===== config.mk =====
export PLATFORM = sky130hd
export DESIGN_NAME = ddpfrc_hdr
export DESIGN_NICKNAME = d
export VERILOG_FILES = /design/src/ddpfrc_pkg.sv /design/src/ddpfrc_hdr.sv
export VERILOG_INCLUDE_DIRS = /design/src /design/src/src
export SDC_FILE = /design/constraint.sdc
export NUM_CORES = 1
export LEC_CHECK = 0
export BUFFER_PORTS_ARGS = -buffer_cell sky130_fd_sc_hd__buf_2
export CORE_MARGIN = 2
export CORE_UTILIZATION = 56
export DETAILED_ROUTE_END_ITERATION = 12
export PLACE_DENSITY = 0.81
export SLEW_MARGIN = 5
export SYNTH_ARGS = -nofsm -noshare
export SYNTH_HDL_FRONTEND = slang
export SYNTH_SLANG_ARGS = --single-unit
export TNS_END_PERCENT = 30

===== constraint.sdc =====
create_clock -name clk -period 4.9 [get_ports clk]
set_input_delay 0.245 -clock clk [delete_from_list [all_inputs] [get_ports clk]]
set_output_delay 0.245 -clock clk [all_outputs]
set_load 0.02 [all_outputs]

===== src/ddp_frame_receive_checker_macros.svh =====
// Assertion macros for the DDP frame receive checker.
// Expects a clock named clk and a synchronous active-low reset named rst_n in scope.
`ifndef DDP_FRAME_RECEIVE_CHECKER_MACROS_SVH
`define DDP_FRAME_RECEIVE_CHECKER_MACROS_SVH

// Consequent must hold in the same cycle as the antecedent.
`define DDPFRC_ASSERT_SAME(label, ante, cons) \
  label: assert property (@(posedge clk) disable iff (!rst_n) (ante) |-> (cons)) \
    else $error("ddpfrc: same-cycle check failed");

// Consequent must hold in the cycle after the antecedent.
`define DDPFRC_ASSERT_NEXT(label, ante, cons) \
  label: assert property (@(posedge clk) disable iff (!rst_n) (ante) |=> (cons)) \
    else $error("ddpfrc: next-cycle check failed");

`endif


===== src/ddpfrc_pkg.sv =====
// Shared types and constants for the DDP frame receive checker.
// No dependencies; used by ddpfrc_hdr and ddp_frame_receive_checker.
`timescale 1ns / 1ps

package ddpfrc_pkg;

  // Frame geometry
  localparam int HDR_BYTES       = 12;
  localparam int SUM_START       = 4;
  localparam int MAX_FRAME_BYTES = 1024;
  localparam int COUNT_W         = 11;
  localparam logic [COUNT_W-1:0] COUNT_CAP = '1;
  localparam logic [7:0] BCAST_NODE = 8'hFF;

  // Configuration register indexes
  localparam int CFG_IDX_W = 2;
  localparam logic [CFG_IDX_W-1:0] CFG_MY_NET          = 2'd0;
  localparam logic [CFG_IDX_W-1:0] CFG_MY_NODE         = 2'd1;
  localparam logic [CFG_IDX_W-1:0] CFG_CHECKSUM_ENABLE = 2'd2;
  localparam int CFG_DATA_W = 16;

  typedef enum logic [2:0] {
    DROP_NONE      = 3'd0,
    DROP_TOO_LONG  = 3'd1,
    DROP_TOO_SHORT = 3'd2,
    DROP_NOT_MINE  = 3'd3,
    DROP_TRUNCATED = 3'd4,
    DROP_BAD_LEN   = 3'd5,
    DROP_CHECKSUM  = 3'd6
  } drop_reason_t;

  typedef struct packed {
    logic [7:0] frame_byte;
    logic       last_byte;
  } in_t;

  typedef struct packed {
    logic         accepted;
    drop_reason_t drop_reason;
    logic [15:0]  source_net;
    logic [7:0]   source_node;
    logic [7:0]   source_port;
    logic [7:0]   dest_port;
    logic [9:0]   payload_length;
  } out_t;

  // Per-frame state captured from the byte stream
  typedef struct packed {
    logic [COUNT_W-1:0] byte_count;
    logic [15:0]        running_sum;
    logic [9:0]         header_length;
    logic [15:0]        received_sum;
    logic [15:0]        dest_net;
    logic [15:0]        src_net;
    logic [7:0]         dest_node;
    logic [7:0]         src_node;
    logic [7:0]         dest_port;
    logic [7:0]         src_port;
  } frame_t;

endpackage


===== src/ddpfrc_hdr.sv =====
// Header capture, byte counter and add-and-rotate checksum for one DDP frame.
// Depends on ddpfrc_pkg and ddp_frame_receive_checker_macros.svh.
`timescale 1ns / 1ps
`include "ddp_frame_receive_checker_macros.svh"

module ddpfrc_hdr (
  input  logic              clk,
  input  logic              rst_n,
  input  logic              take,
  input  ddpfrc_pkg::in_t   in_item,
  output ddpfrc_pkg::frame_t frame_upd
);

  ddpfrc_pkg::frame_t frame_r;
  ddpfrc_pkg::frame_t frame_nxt;
  logic [ddpfrc_pkg::COUNT_W-1:0] idx;
  logic [7:0]  b;
  logic [15:0] sum_add;

  assign idx = frame_r.byte_count;
  assign b   = in_item.frame_byte;

  // Fold the current byte into the frame state
  always_comb begin
    frame_upd = frame_r;
    if (idx < ddpfrc_pkg::COUNT_W'(ddpfrc_pkg::HDR_BYTES)) begin
      case (idx[3:0])
        4'd0:    frame_upd.header_length[9:8] = b[1:0];
        4'd1:    frame_upd.header_length[7:0] = b;
        4'd2:    frame_upd.received_sum[15:8] = b;
        4'd3:    frame_upd.received_sum[7:0]  = b;
        4'd4:    frame_upd.dest_net[15:8]     = b;
        4'd5:    frame_upd.dest_net[7:0]      = b;
        4'd6:    frame_upd.src_net[15:8]      = b;
        4'd7:    frame_upd.src_net[7:0]       = b;
        4'd8:    frame_upd.dest_node          = b;
        4'd9:    frame_upd.src_node           = b;
        4'd10:   frame_upd.dest_port          = b;
        4'd11:   frame_upd.src_port           = b;
        default: ;
      endcase
    end
    // Add, then rotate left by one; padding past the length is skipped
    sum_add = frame_r.running_sum + {8'h00, b};
    if (idx >= ddpfrc_pkg::COUNT_W'(ddpfrc_pkg::SUM_START) &&
        idx < {1'b0, frame_upd.header_length}) begin
      frame_upd.running_sum = {sum_add[14:0], sum_add[15]};
    end
    // Saturate the byte counter
    if (idx != ddpfrc_pkg::COUNT_CAP) begin
      frame_upd.byte_count = idx + 1'b1;
    end
  end

  // Clear after the last byte of a frame
  always_comb begin
    frame_nxt = frame_r;
    if (take) begin
      frame_nxt = in_item.last_byte ? '0 : frame_upd;
    end
  end

  always_ff @(posedge clk) begin
    if (!rst_n) begin
      frame_r <= '0;
    end else begin
      frame_r <= frame_nxt;
    end
  end

  `DDPFRC_ASSERT_NEXT(a_clear_after_last, take && in_item.last_byte, frame_r.byte_count == '0)
  `DDPFRC_ASSERT_NEXT(a_count_moves, take && !in_item.last_byte, frame_r.byte_count != '0)

endmodule


# [Word-level counts from Yosys, hierarchy flattened]
# Index checks and enable logic that the tools add are counted.
[word_totals] reg_bits=117 out_inout_bits=117 in_bits=12
[op_classes] n_lt_le_gt_ge=3 add_sub_neg=2 mux=16 eq_ne=12 reduce_logical=2
[op_table] operator="2-to-1 mux 117 bit" n=1
[op_table] operator="2-to-1 mux 90 bit" n=1
[op_table] operator="2-to-1 mux 8 bit" n=11
[op_table] operator="adder 16 x 8 -> 16 bit" n=1
[op_table] operator="== test 4 x 3 -> 1 bit, second input constant" n=4
[op_table] operator="== test 4 bit, second input constant" n=4
[op_table] operator="2-to-1 mux 16 bit" n=1
[op_table] operator="adder 11 x 1 -> 11 bit, second input constant" n=1
[op_table] operator="greater-or-equal comparator 11 x 3 -> 1 bit, second input constant" n=1
[op_table] operator="< comparator 11 x 10 -> 1 bit" n=1
[op_table] operator="< comparator 11 x 4 -> 1 bit, second input constant" n=1
[op_table] operator="2-to-1 mux 11 bit" n=1
[op_table] operator="inequality test 11 bit, second input constant" n=1
[op_table] operator="== test 4 x 2 -> 1 bit, second input constant" n=2
[op_table] operator="== test 4 x 1 -> 1 bit, second input constant" n=1
[op_table] operator="zero test 4 bit" n=1
[op_table] operator="2-to-1 mux 2 bit" n=1
[op_table] operator="logical AND 1 bit" n=1

# [Depth between registers and ports, before layout]
# Gate-level depths: netlist of the first run.
[depth] ltp_word=7 depth_mapped=16 mapped_depth_nobuf=13

# [Least setup slack after synthesis of the first run]
# No wires, ideal clock.
[synth_path] path_type="register to output" from="register frame_r, in the netlist idx[6]" to="output port frame_upd[100] (netlist bit)" t_arrival_ns=3.451 setup_slack_ns=1.204 path_stages_with_launch=14 required_ns=4.655 path_cell_list="dfxtp_1 > nor4_4 > nand2_1 > nor2_1 > nand2_1 > mux2i_1 > ha_1 > and4b_1 > o211ai_1 > a311o_1 > o2bb2ai_2 > a311oi_4 > buf_4 > mux2_2"
[synth_lines] element="from (decl)" line_no="ddpfrc_hdr.sv:14" text="ddpfrc_pkg::frame_t frame_r;"
[synth_lines] element="from (signal assigned)" line_no="ddpfrc_hdr.sv:67" text="frame_r <= frame_nxt;"
[synth_lines] element="to (decl)" line_no="ddpfrc_hdr.sv:11" text="output ddpfrc_pkg::frame_t frame_upd"

==> flow_summary.json, run 1 <==
{
  "synth.mux.area_fraction_pct": 18.1,
  "viasPerCell": 6.09,
  "wl_per_cell_um": 19.5,
  "synth_ff_type": "dfxtp_1",
  "startpoint": "idx[6]",
  "syn_area_um2": 6480,
  "die_area_um2": 12400,
  "path_clk_slew_ns": 0.05,
  "synth-xor-area-share_pct": 3.11,
  "comb_power_share_pct": 6.2,
  "relSlewSlack_pct": 29.6,
  "n_antenna_cell": 0,
  "cp_slowest_cell": "nor4_4",
  "cp.required_ns": 4.66,
  "ff2ff_path_depth": 14,
  "initial_core_util_pct": 57.0,
  "cts_hold_buffers": 0,
  "post-route-util_pct": 68.0,
  "outcome": "complete, no violations",
  "path_max_fanout": 18,
  "p_sw_share_pct": 23.3,
  "p_seq_share_pct": 40.3,
  "vdd_drop_max_uv": 224,
  "layout.nets": 793,
  "leakage_uw": 0.00342,
  "drive_gt1_share_pct": 35.0,
  "dieWidth_um": 112,
  "synthAdderAreaFrac_pct": 3.98,
  "crit_type": "register to output pin",
  "end_kind": "output pin",
  "clock.fmax_mhz": 218,
  "ys_async_sr_fraction_pct": 0,
  "cts_buffers": 17,
  "antenna_found_initial": 0,
  "track_usage_pct": 28.4,
  "r2r-start": "idx[6]",
  "rsz0062_at_grt": "no",
  "yosysSeqAreaShare_pct": 36.1,
  "worst-path-stages": 14,
  "drt-initial-drc-count": 378,
  "grt_pass1_vias": 5634,
  "post_cts_buffers": 0,
  "hold_viol": 0,
  "ys_types": 53,
  "place.gp.congestion": 0.879,
  "ys_seq_elements": 117,
  "cp_top_family": "simple AND/OR/NAND/NOR gates",
  "drt_wl_total_mm": 17.8,
  "p_int_uw": 1820,
  "setup-tns-final_ns": 0,
  "p_switching_uw": 552,
  "grt_start_max_net_pins": 100,
  "io_pins": 129,
  "worst_clock_skew_ns": 0.0116,
  "period_minus_slack_ns": 4.58,
  "drc": 0,
  "path_common_cell": "nand2_1",
  "die_h_um": 112,
  "io_buffer_count": 128,
  "crit_path_end": "frame_upd[94]",
  "finalSetupViolCount": 0,
  "critical_path.max_stage_delay_ns": 0.54,
  "ctsHtreeMaxLevel": 4,
  "drt.antenna.violating_nets": 0,
  "fp.coreArea_um2": 11400,
  "cts_tree": "done",
  "cts_sinks": 117,
  "synthesis.nets": 692,
  "crit_chain": "nor4_4 > nand2_1 > nor2_1 > nand2_1 > mux2i_1 > ha_1 > and4b_1 > o211ai_1 > a311o_1 > o2bb2ai_2 > a311oi_4 > buf_4 > mux2_2 > buf_2",
  "clk_path_buf_depth": 2,
  "period_share_pct": 93.5,
  "yosys.area_share.simple_pct": 16.4,
  "dr.pass1.iters": 5,
  "cap_violations": 0,
  "dpl.hpwl_mm": 11.4,
  "slew_violations": 0,
  "synth_compound_area_share_pct": 18.1,
  "root_buffer": "clkbuf_16",
  "regToRegEndpoint": "frame_r[103]",
  "worstSkewPairLatency_ns": 0.42,
  "tightest_slew_ns": 1.06,
  "grt_pass1_wl_mm": 28.4,
  "powerDensity_nw_per_um2": 307,
  "worstPathArrival_ns": 4.34,
  "synth_top_family_by_area": "multiplexers",
  "r2r_slack_ns": 0.61,
  "hp-class": "input port to register",
  "clockPowerShare_pct": 53.4,
  "avgSynthCellArea_um2": 9.82,
  "synth_edf_count": 0,
  "syn_inst": 660,
  "vias": 5584,
  "cts_resized": 0,
  "grt_overflow_total": 0,
  "yosys_warnings": 0,
  "start_kind": "register",
  "area_delta_synth_final_pct": 19.3,
  "num_rows": 39,
  "path_buf_inv": 2
}
placed cells by master, fill, tap and decap left out, types with 8 or more instances in the layout:
master	count
buf_2	128
dfxtp_1	117
nor2b_1	98
mux2_2	97
a22oi_1	96
nand2_1	31
ha_1	19
a32o_1	17
clkbuf_16	17
xnor2_1	15
inv_1	14
nor2_1	13
mux2i_1	8
xor2_1	8
stage by stage:
step                      cell area, um2  hold WS [ns]  total power, uW  std cells  setup WS, ns
after floorplan                     6480         0.386             1080        660          1.20
after global placement              7120         0.506             1120        885          1.01
after CTS                           7730         0.205             2380        917         0.374
final                               7730         0.219             2370        917         0.317
after detailed placement            7120         0.512             1120        885         0.737
after global routing                7730         0.215             2440        917         0.111
cells in the mapped netlist, types with 7 or more instances:
| library cell | instances | area [um2] |
|---|---|---|
| xor2_1 | 8 | 70.1 |
| xnor2_1 | 15 | 131 |
| clkbuf_1 | 43 | 161 |
| a32o_1 | 17 | 170 |
| ha_1 | 19 | 238 |
| a22oi_1 | 96 | 721 |
| dfxtp_1 | 117 | 2340 |
| o21ai_0 | 7 | 35.0 |
| a21oi_1 | 7 | 35.0 |
| mux2_2 | 97 | 1090 |
| mux2i_1 | 8 | 80.1 |
| nor2b_1 | 98 | 613 |
| inv_1 | 14 | 52.6 |
| nand2_1 | 31 | 116 |
| nor2_1 | 14 | 52.6 |
power groups by stage:
stage               clock network, uW  logic [uW]  registers [uW]
finish                           1270         148             957
global route                     1330         157             956
CTS                              1280         146             956
detailed placement                  0         145             977
global placement                    0         141             977
floorplan                           0        99.0             976
flip-flops by register name, summed over array words and instances (netlist names):
name / cells
idx: 11
frame_r: 106
final cells by class:
type | count | area, um2
flip-flops and latches | 117 | 2340
multi-input cells | 478 | 3870
repair buffers | 132 | 671
inverters | 15 | 56.3
well taps | 143 | 179
fillers | 921 | 3640
clock buffers | 19 | 453
clock inverters | 13 | 156
kinds of logic (layout without fill, tap and decap cells):
| kind of cell | count (synthesis) | after routing |
|---|---|---|
| compound gates | 150 | 150 |
| xor+xnor | 23 | 23 |
| fa+ha+maj | 20 | 20 |
| buf+inv | 65 | 179 |
| flops | 117 | 117 |
| mux | 105 | 105 |
| simple gates | 180 | 180 |
worst min path at each step:
stage	start	endpoint	slack, ns	cells after the start
after floorplan	take	idx[10]	0.39	2
after global placement	frame_r[28]	frame_r[28]	0.51	2
after detailed placement	frame_r[89]	frame_r[89]	0.51	2
after CTS	take	idx[10]	0.21	3
after global routing	take	idx[10]	0.21	3
final	take	idx[10]	0.22	3
routing by layer:
layer	GRT usage, %	vias up	wire length, um
met5	0	-	0
met4	11.6	0	446
met3	8.33	34	1260
met2	47.7	211	8660
met1	34.2	2723	7480
li1	-	2616	-
worst register-to-register path, stage by stage (launching register included):
cell	delay, ns
dfxtp_1	0.38
nor4_4	0.55
nand2_1	0.14
nor2_1	0.37
nand2_1	0.20
mux2i_1	0.19
ha_1	0.34
and4b_1	0.30
o211ai_1	0.12
a311o_1	0.30
o2bb2ai_2	0.19
a311oi_4	0.11
buf_4	0.23
o21ai_2	0.56
a32o_1	0.27
(Power assumes the default switching activity.)
==> run 2: changes to the inputs <==
CORE_UTILIZATION = 57   (was 56)
CTS_BUF_LIST = sky130_fd_sc_hd__clkbuf_8   (was default)
PLACE_DENSITY = 0.82   (was 0.81)
==> run 2 against run 1 <==
  * Total power down 11%
  * Clock skew down 0.0018 ns
  * Die area down 1.7%
  * Combinational power about the same
  * Clock-buffer cell count down 1
  * Cell count down 0.33%
  * Core utilization up 0.98 points
  * Flip-flop and latch count unchanged
  * Global-route usage down 0.35 points
  * First-iteration DRC count down 5.0%
  * Highest routed layer unchanged
==> flow_summary.json, run 2 (synthesis results as in run 1) <==
{
  "outcome": "complete, no violations",
  "fp.coreArea_um2": 11000,
  "startpoint": "idx[6]",
  "dpl-instance-area_um2": 7120,
  "root_buffer": "clkbuf_8",
  "start_kind": "register",
  "path_clk_slew_ns": 0.07,
  "period_share_pct": 92.1,
  "powerDensity_nw_per_um2": 280,
  "largest_register_ffs": 106,
  "mostFrequentLayoutCells": "buf_2, dfxtp_1, nor2b_1, mux2_2, a22oi_1",
  "regMostFlops": "frame_r",
  "vdd_drop_max_uv": 170,
  "clk_path_buf_depth": 2,
  "place.gp.congestion": 0.904,
  "wl_per_cell_um": 18.7,
  "drc": 0,
  "slew_violations": 0,
  "dieWidth_um": 111,
  "period_minus_slack_ns": 4.51,
  "worstPathArrival_ns": 4.27,
  "hold_start": "take",
  "antenna_found_initial": 0,
  "p_int_uw": 1610,
  "hp-class": "input port to register",
  "comb_power_share_pct": 6.9,
  "layout.nets": 793,
  "fin_area_um2": 7580,
  "die_area_um2": 12200,
  "track_usage_pct": 28.0,
  "grt_pass1_vias": 5529,
  "io_pins": 129,
  "area_delta_synth_final_pct": 16.9,
  "end_kind": "output pin",
  "viasPerCell": 6.07,
  "p_switching_uw": 507,
  "power.total_uw": 2120,
  "ctsHtreeMaxLevel": 4,
  "drt.antenna.violating_nets": 0,
  "post_cts_buffers": 0,
  "use_met3_pct": 8.51,
  "grt_pass1_wl_mm": 28.1,
  "dp_cells": 882,
  "r2r-start": "idx[6]",
  "num_rows": 38,
  "p_sw_share_pct": 23.9,
  "path_max_fanout": 18,
  "cts_resized": 0,
  "cts_buffers": 17,
  "use_met1_pct": 35.5,
  "busiest_layer": "met2",
  "dpl.hpwl_mm": 11.3,
  "n_antenna_cell": 0,
  "grt_start_max_net_pins": 100,
  "worst_clock_skew_ns": 0.00975,
  "grt_overflow_total": 0,
  "drive_gt1_share_pct": 35.0,
  "met2_usage_pct": 45.9,
  "finalSetupViolCount": 0,
  "cts_hold_buffers": 0,
  "die_h_um": 111,
  "drt-initial-drc-count": 359,
  "cap_violations": 0,
  "drt_wl_total_mm": 17.1,
  "finalNonFillerCells": 914,
  "worstSkewPairLatency_ns": 0.43,
  "initial_core_util_pct": 59.0,
  "leakage_uw": 0.00335,
  "rsz0062_at_grt": "no",
  "crit_type": "register to output pin",
  "dr.pass1.iters": 5,
  "tightest_slew_ns": 1.06,
  "relSlewSlack_pct": 29.6,
  "final_common_cell": "buf_2",
  "clock.fmax_mhz": 222,
  "p_seq_share_pct": 45.1,
  "vias": 5544,
  "cts_tree": "done",
  "clockPowerShare_pct": 48.0,
  "io_buffer_count": 128,
  "hold_viol": 0,
  "cts_sinks": 117,
  "cp.required_ns": 4.66,
  "setup-tns-final_ns": 0
}
-- run 2: changes by cell type in the layout (fill, tap and decap cells not counted), sizes merged --
cell and delta:
clkinv -2, inv +2, clkinvlp -1, bufinv +2
clkbuf -1
-- run 2: cell type report --
cell class              count  area (um2)
clock buffers              18         248
clock inverters            14         208
fillers                   862        3410
inverters                  15        56.3
multi-input cells         478        3880
flip-flops and latches    117        2340
well taps                 140         175
repair buffers            132         671
-- run 2: per-layer routing --
| metal | part of all wire, % | vias up |
|---|---|---|
| li1 | - | 2617 |
| met4 | 1.8 | 0 |
| met5 | 0 | - |
| met1 | 42 | 2697 |
| met3 | 8.1 | 24 |
| met2 | 48 | 206 |
-- run 2: critical path, stage by stage (launching register included) --
cell       delay (ns)
dfxtp_1          0.39
nor4_4           0.54
nand2_1          0.16
nor2_2           0.29
nand2_1          0.18
mux2i_1          0.30
ha_1             0.31
and4b_1          0.26
o211ai_1         0.11
a311o_1          0.15
o2bb2ai_2        0.08
a311oi_4         0.24
buf_4            0.29
mux2_2           0.37
buf_2            0.16
-- run 2: worst paths after layout --
check	end	slack, ns	cells past startpoint
hold reg to reg	frame_r[70]	0.54	2
setup reg to reg	frame_r[97]	0.73	14
setup / recovery	frame_upd[96]	0.39	14
hold / removal	idx[10]	0.20	3
-- run 2: power groups by stage --
stage                     Clock, uW  Sequential, uW  Combinational (uW)
final                          1020             955                 146
after global routing           1080             955                 155
after CTS                      1030             955                 144
after detailed placement          0             977                 144
after global placement            0             977                 141
after floorplan                   0             976                99.0
-- run 2: through the flow --
step / setup slack (ns) / hold slack [ns] / util (%)
floorplan: 1.20 / 0.386 / -
global route: 0.121 / 0.198 / 69.0
CTS: 0.282 / 0.181 / 69.0
detailed placement: 0.690 / 0.517 / 64.8
finish: 0.388 / 0.196 / 69.0
global placement: 1.00 / 0.506 / 64.8
==> run 3: changes to the inputs <==
ABC_AREA = 1   (was default)
CORE_UTILIZATION = 56   (was 57)
CTS_BUF_LIST = default   (was sky130_fd_sc_hd__clkbuf_8)
PLACE_DENSITY = 0.8   (was 0.82)
==> run 3 against run 2 <==
  * Critical path depth increased by 5
  * Clock-buffer cell count increased by 3
  * Non-clock buffer count unchanged
  * Cell count increased by 41%
  * Final area increased by 7.3%
  * Flip-flop and latch count unchanged
  * Critical path type unchanged
  * Critical endpoint is now frame_upd[94]
==> flow_summary.json, run 3 <==
{
  "cts_resized": 0,
  "relSlewSlack_pct": 46.3,
  "grt_overflow_total": 0,
  "dp_cells": 1259,
  "end_kind": "output pin",
  "hold_viol": 0,
  "io_pins": 129,
  "hp-class": "input port to register",
  "start_kind": "register",
  "ys_types": 39,
  "worst_clock_skew_ns": 0.00948,
  "powerDensity_nw_per_um2": 297,
  "cts_hold_buffers": 0,
  "drive_gt1_share_pct": 18.7,
  "r2r-start": "idx[1]",
  "yosys_warnings": 0,
  "avgSynthCellArea_um2": 6.65,
  "fp.coreArea_um2": 12000,
  "clock.fmax_mhz": 237,
  "track_usage_pct": 28.8,
  "slew_violations": 0,
  "cts_sinks": 117,
  "cap_violations": 0,
  "die_area_um2": 13200,
  "place.gp.congestion": 0.864,
  "clk_path_buf_depth": 2,
  "routed.top_layer": "met4",
  "grt_pass1_wl_mm": 29.8,
  "path_max_fanout": 17,
  "fin_ws_ns": 0.686,
  "mostFrequentLayoutCells": "nand2_1, a21oi_1, inv_1, buf_2, dfxtp_1",
  "antenna_found_initial": 0,
  "worstSkewPairLatency_ns": 0.42,
  "hold_depth": 2,
  "ff2ff_path_depth": 20,
  "ys_top_cells_by_area": "dfxtp_1, nand2_1, a21oi_1",
  "wl_per_cell_um": 14.4,
  "p_int_uw": 1860,
  "path_clk_slew_ns": 0.05,
  "comb_power_share_pct": 6.3,
  "dpl.hpwl_mm": 12.0,
  "layout.nets": 1163,
  "synth_common_cells": "nand2_1, a21oi_1, inv_1, dfxtp_1, nor2_1",
  "root_buffer": "clkbuf_16",
  "vdd_drop_max_uv": 229,
  "period_share_pct": 86.0,
  "viasPerCell": 5.26,
  "grt_pass1_vias": 6017,
  "drt.antenna.violating_nets": 0,
  "die_h_um": 115,
  "drt-initial-drc-count": 548,
  "synth_largest_area_cell": "dfxtp_1",
  "hold_end": "idx[10]",
  "n_antenna_cell": 0,
  "cts_tree": "done",
  "wl_met1_mm": 8.22,
  "synth_top_cell_area_share_pct": 33.9,
  "area_delta_synth_final_pct": 17.6,
  "ys_seq_elements": 117,
  "initial_core_util_pct": 57.5,
  "dr.pass1.iters": 5,
  "cp.required_ns": 4.66,
  "drt_wl_total_mm": 18.6,
  "finalSetupViolCount": 0,
  "grt_start_max_net_pins": 67,
  "setup-tns-final_ns": 0,
  "p_sw_share_pct": 23.0,
  "cts_buffers": 17,
  "largest_register_ffs": 106,
  "worstPathArrival_ns": 3.97,
  "yosysSeqAreaShare_pct": 33.9,
  "regMostFlops": "frame_r",
  "wl_met2_mm": 8.57,
  "r2r_slack_ns": 1.29,
  "syn_area_um2": 6910,
  "p_seq_share_pct": 39.7,
  "worst_hold_slack_ns": 0.116,
  "ctsHtreeMaxLevel": 4,
  "crit_type": "register to output pin",
  "period_minus_slack_ns": 4.21,
  "clockPowerShare_pct": 54.1,
  "ys_async_sr_fraction_pct": 0,
  "syn_inst": 1039,
  "finalNonFillerCells": 1289,
  "hold_start": "rst_n",
  "drc": 0,
  "final_common_cell": "nand2_1",
  "power.total_uw": 2410,
  "synth_ff_type": "dfxtp_1",
  "io_buffer_count": 128,
  "p_switching_uw": 556,
  "post_cts_buffers": 0,
  "rsz0062_at_grt": "no",
  "wl_met3_mm": 1.43,
  "tightest_slew_ns": 0.806,
  "dp_slack_ns": 1.16,
  "synth_most_common_cell": "nand2_1",
  "vias": 6777,
  "num_rows": 40,
  "synthesis.nets": 1071,
  "synth_edf_count": 0,
  "outcome": "complete, no violations",
  "regToRegEndpoint": "frame_r[105]",
  "leakage_uw": 0.00442,
  "startpoint": "idx[1]",
  "dieWidth_um": 115
}
==> run 3: cell families (layout without fill, tap and decap cells) <==
family / Yosys count / in the layout / share of synthesized area, %
AO/OA/AOI/OAI: 199 / 199 / 15.2
XOR/XNOR: 15 / 15 / 1.90
adder cells (fa/ha/maj): 20 / 20 / 3.73
buffers and inverters: 198 / 301 / 11.3
flip-flops: 117 / 117 / 33.9
multiplexers: 34 / 34 / 4.92
AND/OR/NAND/NOR: 456 / 456 / 29.1
==> run 3: metal layers <==
metal / vias up / GRT usage (%)
met4: 0 / 10.3
li1: 3468 / -
met5: - / 0
met2: 243 / 45.5
met3: 34 / 8.38
met1: 3032 / 37.5
==> run 3: power groups by stage <==
| stage | logic (uW) | clock network [uW] | registers, uW |
|---|---|---|---|
| after CTS | 150 | 1310 | 957 |
| after global placement | 149 | 0 | 977 |
| after detailed placement | 149 | 0 | 977 |
| final | 151 | 1300 | 957 |
| after global routing | 164 | 1360 | 957 |
| after floorplan | 104 | 0 | 977 |
==> run 3: how the worst max path moves through the flow <==
| stage | end | slack [ns] |
|---|---|---|
| 6_report | frame_upd[94] | 0.69 |
| 5_1_grt | frame_upd[94] | 0.35 |
| 3_5_place_dp | frame_upd[94] | 1.16 |
| 3_3_place_gp | frame_upd[94] | 1.34 |
| 4_1_cts | frame_upd[94] | 0.70 |
| 2_1_floorplan | frame_upd[94] | 1.46 |
==> run 3: cell type report <==
class,count,area [um2]
Fill cell,1084,3880
Multi-Input combinational cell,724,3790
Sequential cell,117,2340
Timing Repair Buffer,132,671
Inverter,139,524
Clock buffer,21,460
Tap cell,147,184
Clock inverter,9,153
==> run 3: worst max-delay path, stage by stage (launching register included) <==
cell	delay (ns)
dfxtp_1	0.36
inv_1	0.12
ha_1	0.33
nand2_4	0.10
nor3_2	0.46
nor2_1	0.08
a21oi_1	0.22
inv_1	0.08
ha_1	0.29
nand4_1	0.10
inv_1	0.09
nand2_1	0.06
nor2_1	0.04
nand2_2	0.08
nor2_4	0.04
a21oi_4	0.44
nand2_4	0.24
nand2_2	0.12
and2_1	0.12
buf_2	0.15
==> run 3: stage by stage <==
| stage | instance area [um2] | util [%] |
|---|---|---|
| after floorplan | 6910 | - |
| after global placement | 7510 | 62.6 |
| after detailed placement | 7510 | 62.6 |
| after CTS | 8130 | 67.7 |
| after global routing | 8130 | 67.7 |
| final | 8130 | 67.7 |
